$ cat config.mk
export PLATFORM = sky130hd
export DESIGN_NAME = deq_ctrl
export DESIGN_NICKNAME = d
export VERILOG_FILES = /design/src/hdl/deq_pkg.sv /design/src/hdl/deq_ctrl.sv
export SDC_FILE = /design/constraint.sdc
export NUM_CORES = 1
export LEC_CHECK = 0
export BUFFER_PORTS_ARGS = -buffer_cell sky130_fd_sc_hd__buf_2
export CAP_MARGIN = 10
export CORE_MARGIN = 3
export CORE_UTILIZATION = 35
export DETAILED_ROUTE_END_ITERATION = 8
export GPL_TIMING_DRIVEN = 0
export PLACE_DENSITY_LB_ADDON = 0.12
export REMOVE_ABC_BUFFERS = 1
export SETUP_SLACK_MARGIN = 0.5
export SLEW_MARGIN = 20
export SYNTH_ARGS = -nofsm -noshare
export SYNTH_HDL_FRONTEND = slang
export SYNTH_SLANG_ARGS = --single-unit
$ cat constraint.sdc
create_clock -name aclk -period 1.6 [get_ports aclk]
set_input_delay 0.08 -clock aclk [delete_from_list [all_inputs] [get_ports aclk]]
set_output_delay 0.08 -clock aclk [all_outputs]
set_load 0.005 [all_outputs]
$ cat src/hdl/deq_pkg.sv
// Shared types and constants for the double-ended queue core.
// Used by deq_ctrl, deq_cell and double_ended_queue_core; depends on nothing.
`timescale 1ns / 1ps

package deq_pkg;

    // Field widths of the request and result words.
    localparam int DATA_W   = 64;
    localparam int MODE_W   = 2;
    localparam int STATUS_W = 2;
    localparam int FILL_W   = 5;

    // Stream widths: tdata is padded to whole bytes.
    localparam int S_TDATA_W = 64;
    localparam int M_TDATA_W = 72;

    // Default queue depth.
    localparam int DEPTH_DEFAULT = 16;

    // Request codes.
    localparam logic [MODE_W-1:0] MODE_PUSH_FRONT = 2'd0;
    localparam logic [MODE_W-1:0] MODE_PUSH_BACK  = 2'd1;
    localparam logic [MODE_W-1:0] MODE_POP_FRONT  = 2'd2;
    localparam logic [MODE_W-1:0] MODE_POP_BACK   = 2'd3;

    // Result status codes.
    localparam logic [STATUS_W-1:0] STATUS_OK    = 2'd0;
    localparam logic [STATUS_W-1:0] STATUS_EMPTY = 2'd1;
    localparam logic [STATUS_W-1:0] STATUS_FULL  = 2'd2;

    // Broadcast operation for the cell row; each bit is set only for a
    // request that is accepted and succeeds.
    typedef struct packed {
        logic push_front;
        logic push_back;
        logic pop_front;
        logic pop_back;
    } deq_op_t;

endpackage

$ cat src/hdl/deq_ctrl.sv
// Request decoder and fill counter of the double-ended queue.
// Depends on deq_pkg for request and status codes and the operation type.
`timescale 1ns / 1ps

module deq_ctrl #(
    parameter int DEPTH = deq_pkg::DEPTH_DEFAULT
) (
    input  logic                              aclk,
    input  logic                              aresetn,
    input  logic                              accept,
    input  logic [deq_pkg::MODE_W-1:0]        mode,
    output deq_pkg::deq_op_t                  op,
    output logic [deq_pkg::STATUS_W-1:0]      status,
    output logic [$clog2(DEPTH+1)-1:0]        count,
    output logic [$clog2(DEPTH+1)-1:0]        count_after
);

    localparam int CNT_W = $clog2(DEPTH+1);

    logic [CNT_W-1:0] count_reg;
    logic [CNT_W-1:0] count_next;
    logic             is_full;
    logic             is_empty;

    assign is_full  = (count_reg == CNT_W'(DEPTH));
    assign is_empty = (count_reg == '0);

    // Decode the request into a row operation and a status.
    always_comb begin
        op         = '0;
        status     = deq_pkg::STATUS_OK;
        count_next = count_reg;
        unique case (mode)
            deq_pkg::MODE_PUSH_FRONT: begin
                if (is_full) begin
                    status = deq_pkg::STATUS_FULL;
                end else begin
                    op.push_front = accept;
                    count_next    = count_reg + 1'b1;
                end
            end
            deq_pkg::MODE_PUSH_BACK: begin
                if (is_full) begin
                    status = deq_pkg::STATUS_FULL;
                end else begin
                    op.push_back = accept;
                    count_next   = count_reg + 1'b1;
                end
            end
            deq_pkg::MODE_POP_FRONT: begin
                if (is_empty) begin
                    status = deq_pkg::STATUS_EMPTY;
                end else begin
                    op.pop_front = accept;
                    count_next   = count_reg - 1'b1;
                end
            end
            deq_pkg::MODE_POP_BACK: begin
                if (is_empty) begin
                    status = deq_pkg::STATUS_EMPTY;
                end else begin
                    op.pop_back = accept;
                    count_next  = count_reg - 1'b1;
                end
            end
        endcase
    end

    // Fill counter.
    always_ff @(posedge aclk) begin
        if (!aresetn) begin
            count_reg <= '0;
        end else if (accept) begin
            count_reg <= count_next;
        end
    end

    assign count       = count_reg;
    assign count_after = count_next;

endmodule
==> impl_results.md, run 1 <==
- Status: finished, violations left
- Failing checks: negative setup slack
- Worst slew margin: 75.93%
- Clk_skew: 3.506 ps
- CTS tree: done
- Die area: 0.001944 sq mm
- Maxcap violations: 0
- Critical Path Max Stage Delay: 430 ps
- R2R Path Start: count[1]
- Critical path class: flop to primary output
- Num rows: 13
- Clock Pin Slew Worst Setup and Hold Paths: 50 ps
- Gr usage total: 14.72%
- Clock Sinks: 5
- Final Hold Fails: 0
- Hold_buf cts: 0
- Syn avg cell area: 7.470 sq um
- Asr flop ratio synth: 0%
- Worst-margin pin slew: 360.6 ps
- H-Tree Depth: 1
- R2R depth: 7
- Die Y: 44.10 um
- Maximum vdd drop: 0.5007 mV
- TritonCTS Buffers: 3
- P&R area growth vs syn: 60.84%
- Synthesized cell area: 508.0 sq um
- Final worst-path setup slack: -232.2 ps
- RSZ-0062 raised after global routing: yes
- Worst Min Path Start: aresetn
- Core ar.: 0.001334 sq mm
- Static Leak: 0.0003754 uW
- Min cycle time layout: 1832 ps
- Synth unique cells: 33
- Final Max Slew Viols: 0
- Gpl congestion: 0.7684
- First-pass GRT wire length: 2.145 mm
- Critical Path Sink Type: primary output
- Hold Crit Depth: 2
- N_diodes: 0
- Worst setup startpoint: count[1]
- Root Driver: clkbuf_4
- Worst endpoint required time: 1520 ps
- Sequential area share after synthesis: 19.70%
- Synth warn: 0
- Commonest non-fill, non-tap cells in the layout: buf_2 (20), buf_4 (11), nor2_1 (7), xnor2_1 (5), nand2_1 (4)
- Initial Utilization: 38.09%
- Starting DRT DRC Count: 4
- Startpoint Class: flop
- Fin crit share: 114.5%
- Proportion of layout cells with a drive suffix above 1: 58.00%
- Ys flop type: dfxtp_1
- DRT Pass-1 Iters: 3
- Placed cells: 98
- Routed wire per std cell: 11.79 um
- Post-synth EDFFs: 0
- IO buf count: 20
- Largest register FFs: 5
- PwrDens: 784.9 mW/mm^2
- Most common cell after layout, fill and taps aside: buf_2
- Routed wire length: 1.356 mm
- Total congestion overflow: 0
- Hold Path Class: input port to flop
- Fill cells: 131
- Vias per Instance: 4.870
- Dpl hpwl: 882.4 um
- Cell Chain, Critical Path: inv_4 > ha_4 > or3b_4 > or3_4 > nand2_2 > buf_2
- Clock Tree Buf Depth: 2
- Clk Latency, worst-skew pair: 240 ps
- Post-route insts no fill: 115
- Final ANT Viol Nets: 0
- Max FO, Critical Path: 5
- Arr. time, crit path: 1750 ps
- R2R setup slack: -210 ps
- R2R Path End: count[1]
- Final setup violation count: 11
- Crit path max-delay family: simple AND/OR/NAND/NOR gates
- Fin util: 61.26%
- Fin Setup TNS: -1584 ps
- Die X: 44.10 um
- Highest clock rate: 545.8 MHz
- IO Count: 21
- Min-Delay Endpoint: count[0]
- Slowest-stage cell, CP: or3b_4
- Initial antenna violation count: 0
- Worst Path Buf+Inv: 2
- Vias: 560
- Largest net degree at the start of global routing: 13
- Vias in the first global route: 478
- Register bit total from synthesis: 5
- Residual DRC: 0
- Syn Inst Count: 68
- Nets: 108
==> kinds of logic (layout without fill, tap and decap cells) <==
family,Yosys count,count (layout),share of synthesized area (%)
xor gates and xnor gates,6,6,10.34
adders and majority gates,2,2,4.925
and+or+nand+nor,28,28,29.81
buffers and inverters,9,41,8.620
AOI/OAI and AO/OA,16,16,22.41
DFF,5,5,19.71
muxes,2,2,4.187
==> through the flow <==
step / hold WS (ps) / power, uW / setup WS, ps / area, sq um
floorplan: 169.4 / 287.2 / -73.10 / 479.2
global placement: 363.3 / 357.7 / -250.0 / 598.1
detailed placement: 363.2 / 359.7 / -262.5 / 598.1
CTS: 106.3 / 578.2 / -227.5 / 725.7
global route: 135.7 / 692.8 / -271.9 / 817.0
finish: 109.3 / 641.3 / -232.2 / 817.0
==> final cells by class <==
class | count | area [sq um] | area share, %
Tap cell | 15 | 18.77 | 2.297
Sequential cell | 5 | 108.9 | 13.32
Clock buffer | 4 | 26.28 | 3.216
Inverter | 4 | 17.52 | 2.144
Timing Repair Buffer | 33 | 205.2 | 25.11
Multi-Input combinational cell | 54 | 440.4 | 53.90
==> cells in the mapped netlist, drive strengths merged (3+ instances only) <==
| cell type | n | area, sq um |
|---|---|---|
| nor2 | 8 | 30.03 |
| o21ai | 6 | 33.78 |
| dfxtp | 5 | 100.1 |
| nand2 | 5 | 18.77 |
| xnor2 | 5 | 43.79 |
| a21oi | 4 | 20.02 |
| inv | 4 | 15.01 |
| buf | 3 | 21.27 |
| nand2b | 3 | 18.77 |
| nor3 | 3 | 15.01 |
==> power breakdown <==
part,leakage (uW),switching (uW),internal (uW)
Clock,0.0000150,54.4,94.5
Sequential,0.0000428,17.8,137
Combinational,0.000318,145,193
==> layer usage <==
layer | global-route usage (%) | vias to the layer above | part of all wire, %
li1 | - | 297 | -
met1 | 19.51 | 250 | 44
met2 | 22.97 | 11 | 50
met3 | 6.098 | 2 | 4.4
met4 | 1.807 | 0 | 1.6
met5 | 0 | - | 0
==> worst max path at each step <==
| stage | end | slack, ps | cells past startpoint |
|---|---|---|---|
| finish | count_after[1] | -230 | 6 |
| global placement | count_after[3] | -250 | 7 |
| floorplan | count[1] | -70 | 5 |
| global route | count_after[1] | -270 | 6 |
| detailed placement | count_after[3] | -260 | 7 |
| CTS | count_after[1] | -230 | 6 |
==> what timing repair did <==
action,CTS,global route
resized for setup,16,11
setup buffers,7,6
setup endpoints to repair,16,17
pin swaps,2,4
hold endpoints to repair,0,0
(Power assumes the default switching activity.)
==> inputs of run 2 (changes only) <==
==> constraint.sdc (replaced) <==
create_clock -name aclk -period 2.4 [get_ports aclk]
set_input_delay 0.12 -clock aclk [delete_from_list [all_inputs] [get_ports aclk]]
set_output_delay 0.12 -clock aclk [all_outputs]
set_load 0.005 [all_outputs]
==> run 2 against run 1 <==
Cell area decreased by 11%. Sequential power decreased by 32%. Global-route usage decreased by 0.084 points. First-iteration DRC count increased by 25%. Power decreased by 40%. Via count decreased by 7.3%. The flow now finishes without violations. Critical endpoint unchanged. Core utilization decreased by 6.9 points.
==> impl_results.md, run 2 (synthesis gave the netlist of run 1 again) <==
- Placed cells: 98 (unchanged)
- Residual DRC: 0 (unchanged)
- Worst endpoint required time: 2280 ps (+760 ps)
- Clock Sinks: 5 (unchanged)
- Startpoint Class: flop
- TritonCTS Buffers: 3 (unchanged)
- Largest net degree at the start of global routing: 13 (unchanged)
- Highest clock rate: 530.5 MHz
- Max FO, Critical Path: 5 (unchanged)
- Status: completed
- Vias: 519 (-7.3%)
- Most common cell after layout, fill and taps aside: buf_2
- Fin area: 724.4 sq um (-11%)
- Final worst-path setup slack: 514.9 ps (+747.1 ps)
- Fin crit share: 78.54%
- Worst slew margin: 75.63% (-0.30 points)
- Min cycle time layout: 1885 ps
- IO buf count: 20 (unchanged)
- Die X: 44.10 um (unchanged)
- Critical Path Sink Type: primary output
- IO Count: 21 (unchanged)
- H-Tree Depth: 1 (unchanged)
- Starting DRT DRC Count: 5 (+1)
- Final ANT Viol Nets: 0 (unchanged)
- Die area: 0.001944 sq mm (unchanged)
- Commonest non-fill, non-tap cells in the layout: buf_2 (20), nor2_1 (7), buf_4 (6), xnor2_1 (5)
- Hold Path Class: input port to flop
- Clock Pin Slew Worst Setup and Hold Paths: 50 ps (about the same)
- Routed wire length: 1.253 mm (-7.6%)
- N_diodes: 0 (unchanged)
- Maximum vdd drop: 0.2844 mV (-43%)
- Die Y: 44.10 um (unchanged)
- Total congestion overflow: 0 (unchanged)
- Nets: 101 (-6.5%)
- Proportion of layout cells with a drive suffix above 1: 46.24% (-12 points)
- Vias per Instance: 4.806 (-1.3%)
- Routed wire per std cell: 11.60 um (-1.6%)
- Clk Latency, worst-skew pair: 240 ps (about the same)
- P&R area growth vs syn: 42.61%
- Clk_skew: 4.294 ps (+0.7878 ps)
- Final Total Pwr: 387.6 uW (-40%)
- Final Hold Fails: 0 (unchanged)
- Dpl hpwl: 882.4 um (unchanged)
- Worst-margin pin slew: 365.1 ps (+4.459 ps)
- First-pass GRT wire length: 2.145 mm (unchanged)
- Place WS: 497.5 ps (+760.0 ps)
- Maxcap violations: 0 (unchanged)
- Critical path class: flop to primary output
- Area of placed instances: 598.1 sq um (unchanged)
- Clock Tree Buf Depth: 2 (unchanged)
- PwrDens: 535.1 mW/mm^2 (-32%)
- Initial antenna violation count: 0 (unchanged)
- Num rows: 13 (unchanged)
- Fin Setup TNS: 0 ps (+1584 ps)
- Final Max Slew Viols: 0 (unchanged)
- Vias in the first global route: 481 (+0.63%)
- Largest register FFs: 5 (unchanged)
- Initial Utilization: 38.09% (unchanged)
- Core ar.: 0.001334 sq mm (unchanged)
- Gr usage total: 14.63% (-0.084 points)
- Hold_buf cts: 0 (unchanged)
- Static Leak: 0.0003365 uW (-10%)
- Final setup violation count: 0 (-11)
- Gpl congestion: 0.7684 (unchanged)
- RSZ-0062 raised after global routing: yes
- Root Driver: clkbuf_4
- DRT Pass-1 Iters: 4 (+1)
- CTS tree: done
- Arr. time, crit path: 1770 ps (+20 ps)
- Post-route insts no fill: 108 (-6.1%)
run 2: changes by cell type in the layout (fill, tap and decap cells not counted), sizes merged:
| cell | delta |
|---|---|
| buf | -7 |
run 2: where the power goes:
group	internal (uW)	switching (uW)	total, uW
logic	102	83.6	185
registers	91.7	13.1	105
clock network	62.9	34.7	97.5
total	256	131	388
run 2: through the flow:
stage,util (%),hold WS [ps]
after floorplan,-,209.4
after detailed placement,44.84,403.2
final,54.32,147.5
after global placement,44.84,403.3
after global routing,54.32,181.6
after CTS,52.35,146.3
run 2: path summary, 6_finish.rpt:
check,end,depth (start not counted),slack [ps],startpoint
worst min-delay path,count[0],2,150,aresetn
worst max-delay path,count_after[1],6,510,count[0]
worst min register to register,count[4],2,600,count[4]
worst max register to register,count[1],6,680,count[0]
run 2: cell type report:
class	count	area, sq um
flip-flops and latches	5	107.6
clock buffers	4	26.28
fillers	140	609.3
inverters	4	20.02
well taps	15	18.77
repair buffers	26	145.1
multi-input cells	54	406.6
run 2: routing by layer:
| layer | global-route usage [%] | wire length [um] | up-vias |
|---|---|---|---|
| li1 | - | - | 284 |
| met5 | 0 | 0 | - |
| met4 | 1.807 | 0 | 0 |
| met2 | 22.97 | 614 | 9 |
| met3 | 6.098 | 56 | 0 |
| met1 | 19.26 | 582 | 226 |
run 2: what timing repair did:
action,4_1_cts,5_1_grt
setup buffers,5,1
resized for setup,12,5
setup endpoints to repair,7,3
pin swaps,2,4
run 2: worst max-delay path: stages (launching register included):
cell and delay [ps]:
dfxtp_4 350, inv_4 50, ha_4 130, or3b_4 430, or3_4 400, nand2_2 60
buf_2 100
