==> config.mk <==
export PLATFORM = sky130hd
export DESIGN_NAME = deq_cell
export DESIGN_NICKNAME = d
export VERILOG_FILES = /design/src/hdl/deq_pkg.sv /design/src/hdl/deq_cell.sv
export SDC_FILE = /design/constraint.sdc
export NUM_CORES = 1
export LEC_CHECK = 0
export BUFFER_PORTS_ARGS = -buffer_cell sky130_fd_sc_hd__buf_2
export CELL_PAD_IN_SITES_DETAIL_PLACEMENT = 0
export CELL_PAD_IN_SITES_GLOBAL_PLACEMENT = 2
export CORE_ASPECT_RATIO = 1.4
export CORE_MARGIN = 8
export CORE_UTILIZATION = 24
export CTS_CLUSTER_DIAMETER = 40
export DETAILED_ROUTE_END_ITERATION = 10
export PLACE_DENSITY_LB_ADDON = 0.1
export SETUP_SLACK_MARGIN = 0.4
export SLEW_MARGIN = 10
export SYNTH_ARGS = -nofsm -noshare
export SYNTH_HDL_FRONTEND = slang
export SYNTH_SLANG_ARGS = --single-unit
export TNS_END_PERCENT = 10
==> constraint.sdc <==
create_clock -name aclk -period 4.8 [get_ports aclk]
set_input_delay 1.44 -clock aclk [delete_from_list [all_inputs] [get_ports aclk]]
set_output_delay 1.44 -clock aclk [all_outputs]
set_load 0.02 [all_outputs]
==> src/hdl/deq_pkg.sv <==
// Shared types and constants for the double-ended queue core.
// Used by deq_ctrl, deq_cell and double_ended_queue_core; depends on nothing.
`timescale 1ns / 1ps

package deq_pkg;

    // Field widths of the request and result words.
    localparam int DATA_W   = 64;
    localparam int MODE_W   = 2;
    localparam int STATUS_W = 2;
    localparam int FILL_W   = 5;

    // Stream widths: tdata is padded to whole bytes.
    localparam int S_TDATA_W = 64;
    localparam int M_TDATA_W = 72;

    // Default queue depth.
    localparam int DEPTH_DEFAULT = 16;

    // Request codes.
    localparam logic [MODE_W-1:0] MODE_PUSH_FRONT = 2'd0;
    localparam logic [MODE_W-1:0] MODE_PUSH_BACK  = 2'd1;
    localparam logic [MODE_W-1:0] MODE_POP_FRONT  = 2'd2;
    localparam logic [MODE_W-1:0] MODE_POP_BACK   = 2'd3;

    // Result status codes.
    localparam logic [STATUS_W-1:0] STATUS_OK    = 2'd0;
    localparam logic [STATUS_W-1:0] STATUS_EMPTY = 2'd1;
    localparam logic [STATUS_W-1:0] STATUS_FULL  = 2'd2;

    // Broadcast operation for the cell row; each bit is set only for a
    // request that is accepted and succeeds.
    typedef struct packed {
        logic push_front;
        logic push_back;
        logic pop_front;
        logic pop_back;
    } deq_op_t;

endpackage

==> src/hdl/deq_cell.sv <==
// One storage cell of the queue row: a front-ordered word and a back-ordered word.
// Depends on deq_pkg for the word width and the broadcast operation type.
`timescale 1ns / 1ps

module deq_cell #(
    parameter int DEPTH = deq_pkg::DEPTH_DEFAULT,
    parameter int INDEX = 0
) (
    input  logic                              aclk,
    input  deq_pkg::deq_op_t                  op,
    input  logic [$clog2(DEPTH+1)-1:0]        count,
    input  logic [deq_pkg::DATA_W-1:0]        push_word,
    input  logic [deq_pkg::DATA_W-1:0]        a_left,
    input  logic [deq_pkg::DATA_W-1:0]        a_right,
    input  logic [deq_pkg::DATA_W-1:0]        b_left,
    input  logic [deq_pkg::DATA_W-1:0]        b_right,
    output logic [deq_pkg::DATA_W-1:0]        a_word,
    output logic [deq_pkg::DATA_W-1:0]        b_word
);

    localparam int CNT_W = $clog2(DEPTH+1);

    logic [deq_pkg::DATA_W-1:0] a_reg;
    logic [deq_pkg::DATA_W-1:0] a_next;
    logic [deq_pkg::DATA_W-1:0] b_reg;
    logic [deq_pkg::DATA_W-1:0] b_next;
    logic                       at_tail;

    // Set when this cell is the first free slot of both rows.
    assign at_tail = (count == CNT_W'(INDEX));

    // Row A keeps the front at cell 0; row B keeps the back at cell 0.
    // A push on the own end shifts the row outward, a pop shifts it inward,
    // and a push on the far end lands in the first free slot.
    always_comb begin
        a_next = a_reg;
        b_next = b_reg;
        if (op.push_front) begin
            a_next = a_left;
            if (at_tail) begin
                b_next = push_word;
            end
        end
        if (op.push_back) begin
            b_next = b_left;
            if (at_tail) begin
                a_next = push_word;
            end
        end
        if (op.pop_front) begin
            a_next = a_right;
        end
        if (op.pop_back) begin
            b_next = b_right;
        end
    end

    // Payload storage needs no reset.
    always_ff @(posedge aclk) begin
        a_reg <= a_next;
        b_reg <= b_next;
    end

    assign a_word = a_reg;
    assign b_word = b_reg;

endmodule

==> reports/results.ini, run 1 <==
[status]
status = completed

[placed_design]
placed_area_um2 = 9750
gp_congestion = 0.776
dp_cells = 1501
dp_hpwl_mm = 27.1
portBuffers = 457

[route]
route.vias.total = 7141
drc = 0
drt_wl_total_mm = 35.8
detail_route.wl_per_cell_um = 23.2
viasPerCell = 4.63
drt-pass1-iter-count = 4
drt_iter0_drc = 265
detail-route-antenna-nets = 0

[timing]
fin_tns_setup_ns = 0
clock.fmax_ghz = 0.342
finalCritPeriodShare = 0.610
post-route-min-period_ns = 2.93
hold_viol_final = 0
rsz0062_at_grt = false
worstMarginPinSlew_ns = 0.956
skew_ns = 0
slew_violations = 0
setup_viol = 0
slew_headroom = 0.363

[cells_and_area]
final_core_util = 0.348
stdcell_area_um2 = 10400
syn2layout_area_growth_pct = 43.6
drive_gt1_frac = 0.546
final_common_cell = buf_2
num-nets-final = 1465
layout_common_cells = 453 x buf_2, 128 x nand2_1
fill_cells = 3206
multiInputGateArea_um2 = 3640
seqCellArea_um2 = 3200
final_cells = 1542

[clock_network]
cts_tree = done
h-tree-depth = 4
clockBufferDepth = 2
clock_latency_ns = 0.42
cts_setup_buffers = 0
clock-root-buffer = clkbuf_16
holdBufCountCts = 0
clkSinkCount = 128
numCtsBuffers = 17
clk_pin_slew_ns = 0.06
postCtsResizedCells = 0

[global_routing]
antenna_found_initial = 11
grt_start_max_net_pins = 71
track_usage = 0.196
grt_pass1_vias = 7902
grt_overflow = 0
grt_pass1_wl_mm = 52.5

[power]
finalPower_mw = 3.49
power.density_nw_per_um2 = 337
ir_drop_mv = 0.209
leakage_nw = 4.69

[worst_setup_path]
cp_cell_sequence = buf_4 -> or3b_4 -> buf_12 -> nor3_1 -> o31ai_1
critPathTopFamily = simple AND/OR/NAND/NOR gates
slowest_stage = or3b_4
path_max_fanout = 38
endpoint_kind = flop
critical_path_class = in -> reg
startpoint_type = input port
slowest_delay_ns = 0.74
cp.arrival_ns = 3.21
critPathBufInv = 2
worstPathRequired_ns = 5.08

[min_path]
worst_hold_path_type = reg -> reg

[floorplan]
die_y_um = 221
dieArea_um2 = 36000
io_pins = 458
die_w_um = 163
rows = 75
coreArea_um2 = 29800
start_util = 0.242

[synthesis]
syn_avg_cell_area_um2 = 10.1
ys_ff_latch = 128
synth_warnings = 0
postSynthCellCount = 716
syn-cell-area_um2 = 7220
yosys.cell_types.count = 20
synth_seq_area_share = 0.444
synth_fp_nets = 1046

[job]
drv_cap = 0

-- per-stage QoR --
stage | hold slack (ns) | worst slack, ns
global placement | 0.696 | 1.38
finish | 0.712 | 1.87
CTS | 0.717 | 1.84
floorplan | 0.846 | 0.726
global route | 0.751 | 1.75
detailed placement | 0.705 | 1.36
-- metal layers --
layer,up-vias,GRT usage,wire [µm]
met5,-,0,33
met4,6,0.0617,474
met3,32,0.0678,2880
met2,272,0.363,19400
met1,3359,0.200,13000
li1,3472,-,-
-- flip-flops by register name, indices dropped and copies added (netlist names) --
| register | flops |
|---|---|
| b_word | 64 |
| a_word | 64 |
-- synthesized netlist by cell type (all sizes together) --
cell type	number	area (µm²)
dfxtp	64	1280
or3	1	6.26
nor3	65	626
o31ai	64	480
nor2	1	3.75
clkbuf	26	97.6
mux2	64	721
mux2i	64	641
nor3b	1	7.51
or3b	1	8.76
buf	44	295
a311o	1	10.0
nand2	128	480
o21ai	64	320
edfxtp	64	1920
a21oi	64	320
-- cell families after synthesis --
kind of cell | synth area share
simple gates | 0.157
compound gates | 0.157
mux | 0.189
flops | 0.444
buf+inv | 0.0544
-- worst paths after layout --
check	endpoint	start	slack [ns]	cells past startpoint
max	a_word[2]	op[2]	1.87	5
min	a_word[28]	a_word[28]	0.71	3
max reg2reg	a_word[13]	a_word[13]	3.85	3
min reg2reg	a_word[28]	a_word[28]	0.71	3
-- worst reg2reg max path, stage by stage (launching register included) --
cell and delay (ns):
dfxtp_1 0.32, mux2_2 0.26, a21oi_1 0.14, o31ai_1 0.09
-- report_power, final --
group          total (mW)  leakage, nW  internal (mW)  switching [mW]
Clock                1.38        0.292          0.858           0.520
Sequential           1.32         1.20           1.28          0.0411
Combinational       0.791         3.20          0.315           0.476
-- cell type report --
class,count,share of cell area
Clock buffer,18,0.0414
Timing Repair Buffer,470,0.233
Sequential cell,128,0.309
Multi-Input combinational cell,518,0.351
Tap cell,385,0.0464
Antenna cell,9,0.00217
Clock inverter,14,0.0165
(Power assumes the default switching activity.)
==> run 2: changes to the inputs <==
--- a/config.mk
+++ b/config.mk
@@ -10,7 +10,7 @@
 export CELL_PAD_IN_SITES_GLOBAL_PLACEMENT = 2
 export CORE_ASPECT_RATIO = 1.4
 export CORE_MARGIN = 8
-export CORE_UTILIZATION = 24
+export CORE_UTILIZATION = 21
 export CTS_CLUSTER_DIAMETER = 40
 export DETAILED_ROUTE_END_ITERATION = 10
 export PLACE_DENSITY_LB_ADDON = 0.1
==> constraint.sdc (replaced) <==
create_clock -name aclk -period 2.5 [get_ports aclk]
set_input_delay 0.75 -clock aclk [delete_from_list [all_inputs] [get_ports aclk]]
set_output_delay 0.75 -clock aclk [all_outputs]
set_load 0.02 [all_outputs]
==> reports/results.ini, run 2 (same netlist as run 1, synthesis figures left out) <==
[status]
status = completed

[power]
p_int_mw = 4.74  ; +93%
seqPwrFrac = 0.374  ; -0.004
leakage_nw = 4.77  ; +1.6%
power.density_nw_per_um2 = 636  ; +89%
p_clk_frac = 0.397  ; +0.002
power_frac_comb = 0.229  ; +0.002
switching_share = 0.300  ; +0.00246
ir_drop_mv = 0.391  ; +87%
switchingPower_mw = 2.03  ; +96%

[worst_setup_path]
critPathTopFamily = flip-flops
path_max_fanout = 1  ; -97%
cp.arrival_ns = 1.03  ; -2.18 ns
worstPathRequired_ns = 1.75  ; -3.33 ns
startpoint_type = flop
slowest_delay_ns = 0.41  ; -0.33 ns
endpoint_kind = output port
critPathBufInv = 1  ; -1
cp_cell_sequence = buf_2
slowest_stage = edfxtp_1
critical_path_class = reg -> out

[timing]
finalCritPeriodShare = 0.711
skew_ns = 0  ; unchanged
worstMarginPinSlew_ns = 0.693  ; -0.263 ns
slew_violations = 0  ; unchanged
slew_headroom = 0.538  ; +0.176
fin_tns_setup_ns = 0  ; unchanged
post-route-min-period_ns = 1.78
clock.fmax_ghz = 0.563
rsz0062_at_grt = false
hold_viol_final = 0  ; unchanged
setup_viol = 0  ; unchanged

[floorplan]
rows = 80  ; +6.7%
dieArea_um2 = 40700  ; +13%
coreArea_um2 = 34000  ; +14%
die_y_um = 235  ; +6.4%
die_w_um = 173  ; +6.2%
start_util = 0.212  ; -0.0298
io_pins = 458  ; unchanged

[clock_network]
clock_latency_ns = 0.43  ; about the same
clock-root-buffer = clkbuf_16
cts_setup_buffers = 0  ; unchanged
clkSinkCount = 128  ; unchanged
h-tree-depth = 4  ; unchanged
postCtsResizedCells = 0  ; unchanged
cts_tree = done
clockBufferDepth = 2  ; unchanged
clk_pin_slew_ns = 0.06  ; about the same
holdBufCountCts = 0  ; unchanged
numCtsBuffers = 17  ; unchanged

[placed_design]
dp_hpwl_mm = 27.5  ; +1.4%
portBuffers = 457  ; unchanged
dp_cells = 1572  ; +4.7%
gp_congestion = 0.746  ; -3.9%

[cells_and_area]
layout_common_cells = 453 x buf_2, 128 x nand2_1
num-nets-final = 1470  ; +0.34%
final_cells = 1618  ; +4.9%
syn2layout_area_growth_pct = 47.4
final_common_cell = buf_2
drive_gt1_frac = 0.551  ; +0.00457

[route]
viasPerCell = 4.40  ; -5.0%
drt_wl_total_mm = 36.5  ; +2.1%
drc = 0  ; unchanged
detail_route.wl_per_cell_um = 22.6  ; -2.7%
detail-route-antenna-nets = 0  ; unchanged
drt_iter0_drc = 251  ; -5.3%
route.vias.total = 7115  ; -0.36%
drt-pass1-iter-count = 4  ; unchanged

[global_routing]
grt_start_max_net_pins = 129  ; +82%
grt_pass1_vias = 8006  ; +1.3%
track_usage = 0.177  ; -0.0190
antenna_found_initial = 17  ; +6
grt_pass1_wl_mm = 53.8  ; +2.4%
grt_overflow = 0  ; unchanged

[job]
drv_cap = 0  ; unchanged

[min_path]
worst_hold_path_type = in -> reg

[run 2: power by group through the flow]
stage | sequential (mW) | clock [mW] | combinational [mW]
after global placement | 2.57 | 0 | 1.59
after floorplan | 2.88 | 0 | 0.544
after detailed placement | 2.58 | 0 | 1.59
after CTS | 2.54 | 2.78 | 1.59
after global routing | 2.56 | 2.84 | 1.68
final | 2.53 | 2.69 | 1.55
[run 2: through the flow]
| stage | power (mW) | setup WS [ns] | hold WS [ns] | util | instance area, µm² |
|---|---|---|---|---|---|
| 2_1_floorplan | 3.42 | 0.0857 | 0.846 | - | 7240 |
| 3_3_place_gp | 4.17 | 0.416 | 0.694 | 0.293 | 9990 |
| 3_5_place_dp | 4.17 | 0.394 | 0.704 | 0.293 | 9990 |
| 4_1_cts | 6.91 | 0.683 | 0.477 | 0.312 | 10600 |
| 5_1_grt | 7.09 | 0.689 | 0.504 | 0.312 | 10600 |
| 6_report | 6.77 | 0.723 | 0.514 | 0.313 | 10600 |
[run 2: routing by layer]
metal	vias up	track usage	part of all wire
li1	3492	-	-
met4	10	0.0812	0.022
met1	3310	0.173	0.36
met5	-	0	0.0016
met2	262	0.329	0.55
met3	41	0.0602	0.070
[run 2: cell type report]
cell class / count / area [µm²]
fill: 3764 / 23400
multi-input combinational: 518 / 3650
sequential: 128 / 3200
timing repair buffer: 475 / 2570
tap: 451 / 564
clock buffer: 24 / 523
clock inverter: 8 / 98.8
antenna: 14 / 35.0
[run 2: final timing paths]
path | startpoint | endpoint | slack [ns] | cells after the start
min | a_right[33] | a_word[33] | 0.51 | 3
max reg2reg | a_word[14] | a_word[14] | 1.57 | 3
min reg2reg | a_word[43] | a_word[43] | 0.71 | 3
max | b_word[35] | b_word[35] | 0.72 | 1
==> run 3: changes to the inputs <==
--- a/config.mk
+++ b/config.mk
@@ -5,12 +5,13 @@
 export SDC_FILE = /design/constraint.sdc
 export NUM_CORES = 1
 export LEC_CHECK = 0
+export ABC_AREA = 1
 export BUFFER_PORTS_ARGS = -buffer_cell sky130_fd_sc_hd__buf_2
 export CELL_PAD_IN_SITES_DETAIL_PLACEMENT = 0
 export CELL_PAD_IN_SITES_GLOBAL_PLACEMENT = 2
 export CORE_ASPECT_RATIO = 1.4
 export CORE_MARGIN = 8
-export CORE_UTILIZATION = 21
+export CORE_UTILIZATION = 20
 export CTS_CLUSTER_DIAMETER = 40
 export DETAILED_ROUTE_END_ITERATION = 10
 export PLACE_DENSITY_LB_ADDON = 0.1
==> constraint.sdc (replaced) <==
create_clock -name aclk -period 1.6 [get_ports aclk]
set_input_delay 0.48 -clock aclk [delete_from_list [all_inputs] [get_ports aclk]]
set_output_delay 0.48 -clock aclk [all_outputs]
set_load 0.02 [all_outputs]
==> reports/results.ini, run 3 <==
[status]
status = completed

[clock_network]
h-tree-depth = 4  ; unchanged
postCtsResizedCells = 23  ; +23
clockBufferDepth = 2  ; unchanged
cts_tree = done
clock-root-buffer = clkbuf_16
clkSinkCount = 128  ; unchanged
clock_latency_ns = 0.43  ; about the same
cts_setup_buffers = 0  ; unchanged
clk_pin_slew_ns = 0.06  ; about the same
numCtsBuffers = 17  ; unchanged
holdBufCountCts = 0  ; unchanged

[power]
switchingPower_mw = 3.16  ; +56%
p_int_mw = 7.05  ; +49%
power_frac_comb = 0.248  ; +0.019
seqPwrFrac = 0.390  ; +0.016
ir_drop_mv = 0.497  ; +27%
leakage_nw = 5.26  ; +10%
p_clk_frac = 0.362  ; -0.035
finalPower_mw = 10.2  ; +51%
power.density_nw_per_um2 = 936  ; +47%
switching_share = 0.309  ; +0.00978

[timing]
rsz0062_at_grt = true
slew_violations = 0  ; unchanged
post-route-min-period_ns = 1.51
setup_viol = 0  ; unchanged
worstMarginPinSlew_ns = 0.512  ; -0.180 ns
skew_ns = 0  ; unchanged
finalCritPeriodShare = 0.942
slew_headroom = 0.658  ; +0.120
clock.fmax_ghz = 0.664
fin_tns_setup_ns = 0  ; unchanged
hold_viol_final = 0  ; unchanged

[synthesis]
synth_fp_nets = 1248  ; +19%
ys_ff_latch = 128  ; unchanged
yosys-top-cells-count = 257 x nand2_1, 127 x nand3_1, 65 x inv_1
synth.most_common_cell = nand2_1
synth_async_sr_flop_share = 0  ; unchanged
yosys.cell_types.count = 24  ; +20%
synth_edf_count = 64  ; unchanged
synthTopCellsByArea = edfxtp_1 26%, dfxtp_1 18%, nand2_1 13%
netlist.area_leader.share = 0.263  ; -0.00355
synth_seq_area_share = 0.438  ; -0.00592
syn_avg_cell_area_um2 = 7.97  ; -21%
synth_ff_type = edfxtp_1
synth_top_area_cell = edfxtp_1
postSynthCellCount = 918  ; +28%
synth_warnings = 0  ; unchanged
syn-cell-area_um2 = 7320  ; +1.4%

[worst_setup_path]
critPathTopFamily = flip-flops
endpoint_kind = output port
ff2ff_setup_slack_ns = 0.61  ; -0.96 ns
critPathBufInv = 1  ; unchanged
startpoint_type = flop
worstPathRequired_ns = 1.12  ; -0.63 ns
critical_path_class = reg -> out
slowest_stage = edfxtp_1
cp_cell_sequence = buf_6
cp.arrival_ns = 1.03  ; about the same
slowest_delay_ns = 0.43  ; +0.02 ns
path_max_fanout = 1  ; unchanged

[global_routing]
antenna_found_initial = 15  ; -2
grt_pass1_vias = 8788  ; +9.8%
grt_start_max_net_pins = 49  ; -62%
grt_pass1_wl_mm = 55.8  ; +3.9%
grt_overflow = 0  ; unchanged
track_usage = 0.175  ; -0.00146

[route]
drc = 0  ; unchanged
detail-route-antenna-nets = 0  ; unchanged
drt-pass1-iter-count = 4  ; unchanged
drt_wl_total_mm = 38.5  ; +5.5%
route.vias.total = 7992  ; +12%
drt_iter0_drc = 339  ; +35%
detail_route.wl_per_cell_um = 20.9  ; -7.5%
viasPerCell = 4.33  ; -1.5%

[floorplan]
die_w_um = 178  ; +2.9%
die_y_um = 242  ; +2.9%
io_pins = 458  ; unchanged
rows = 83  ; +3.8%
dieArea_um2 = 43100  ; +5.9%
start_util = 0.201  ; -0.0108
coreArea_um2 = 36300  ; +6.8%

[cells_and_area]
final_core_util = 0.300  ; -0.0125
num-nets-final = 1687  ; +15%
drive_gt1_frac = 0.395  ; -0.156
layout_common_cells = 433 x buf_2, 256 x nand2_1, 127 x nand3_1
syn2layout_area_growth_pct = 49.1
final_cells = 1845  ; +14%
final_common_cell = buf_2

[job]
drv_cap = 0  ; unchanged

[placed_design]
gp_congestion = 0.766  ; +2.7%
portBuffers = 457  ; unchanged
dp_cells = 1805  ; +15%
dp_hpwl_mm = 29.7  ; +8.1%

[min_path]
worst_hold_path_type = in -> reg

run 3: cell count changes after synthesis, sizes merged, moves of 65 or more:
cell | before | now
inv | 0 | 68
nor3 | 65 | 0
nand3 | 0 | 128
nand2 | 128 | 258
run 3: final timing paths:
path               startpoint  cells after the start         end
setup / recovery   b_word[14]                      1  b_word[14]
hold / removal    a_right[18]                      3  a_word[18]
setup reg to reg   a_word[13]                      5  a_word[13]
hold reg to reg    a_word[55]                      5  a_word[55]
run 3: cell families (layout without fill, tap and decap cells):
group	after synthesis	count (layout)	share of synthesized area
AND/OR/NAND/NOR	454	454	0.283
AO/OA/AOI/OAI	193	193	0.176
buffers and inverters	143	594	0.103
flip-flops	128	128	0.438
other	0	9	0
run 3: routing by layer:
layer	track usage	vias to the layer above	part of all wire
li1	-	3975	-
met1	0.188	3639	0.38
met2	0.316	320	0.52
met3	0.0585	46	0.079
met4	0.0563	12	0.019
met5	0	-	0.0021
run 3: layout make-up:
class	instances	area [µm²]
Inverter	68	258
Tap cell	467	584
Clock buffer	23	458
Clock inverter	8	66.3
Multi-Input combinational cell	647	3390
Timing Repair Buffer	495	2940
Sequential cell	128	3200
Fill cell	4089	25400
Antenna cell	9	22.5
run 3: power groups by stage:
stage / clock (mW) / combinational (mW) / sequential [mW]
floorplan: 0 / 0.865 / 4.49
global placement: 0 / 2.52 / 4.04
global route: 3.93 / 2.78 / 4.02
detailed placement: 0 / 2.51 / 4.04
CTS: 3.84 / 2.56 / 3.98
finish: 3.69 / 2.54 / 3.98
run 3: per-stage QoR:
stage	setup WS, ns	hold slack (ns)	cell area [µm²]
after floorplan	-0.0608	0.586	7360
after global placement	-0.0646	0.654	10200
after detailed placement	-0.0767	0.657	10200
after CTS	0.0487	0.204	10800
after global routing	0.0584	0.210	10900
final	0.0929	0.236	10900
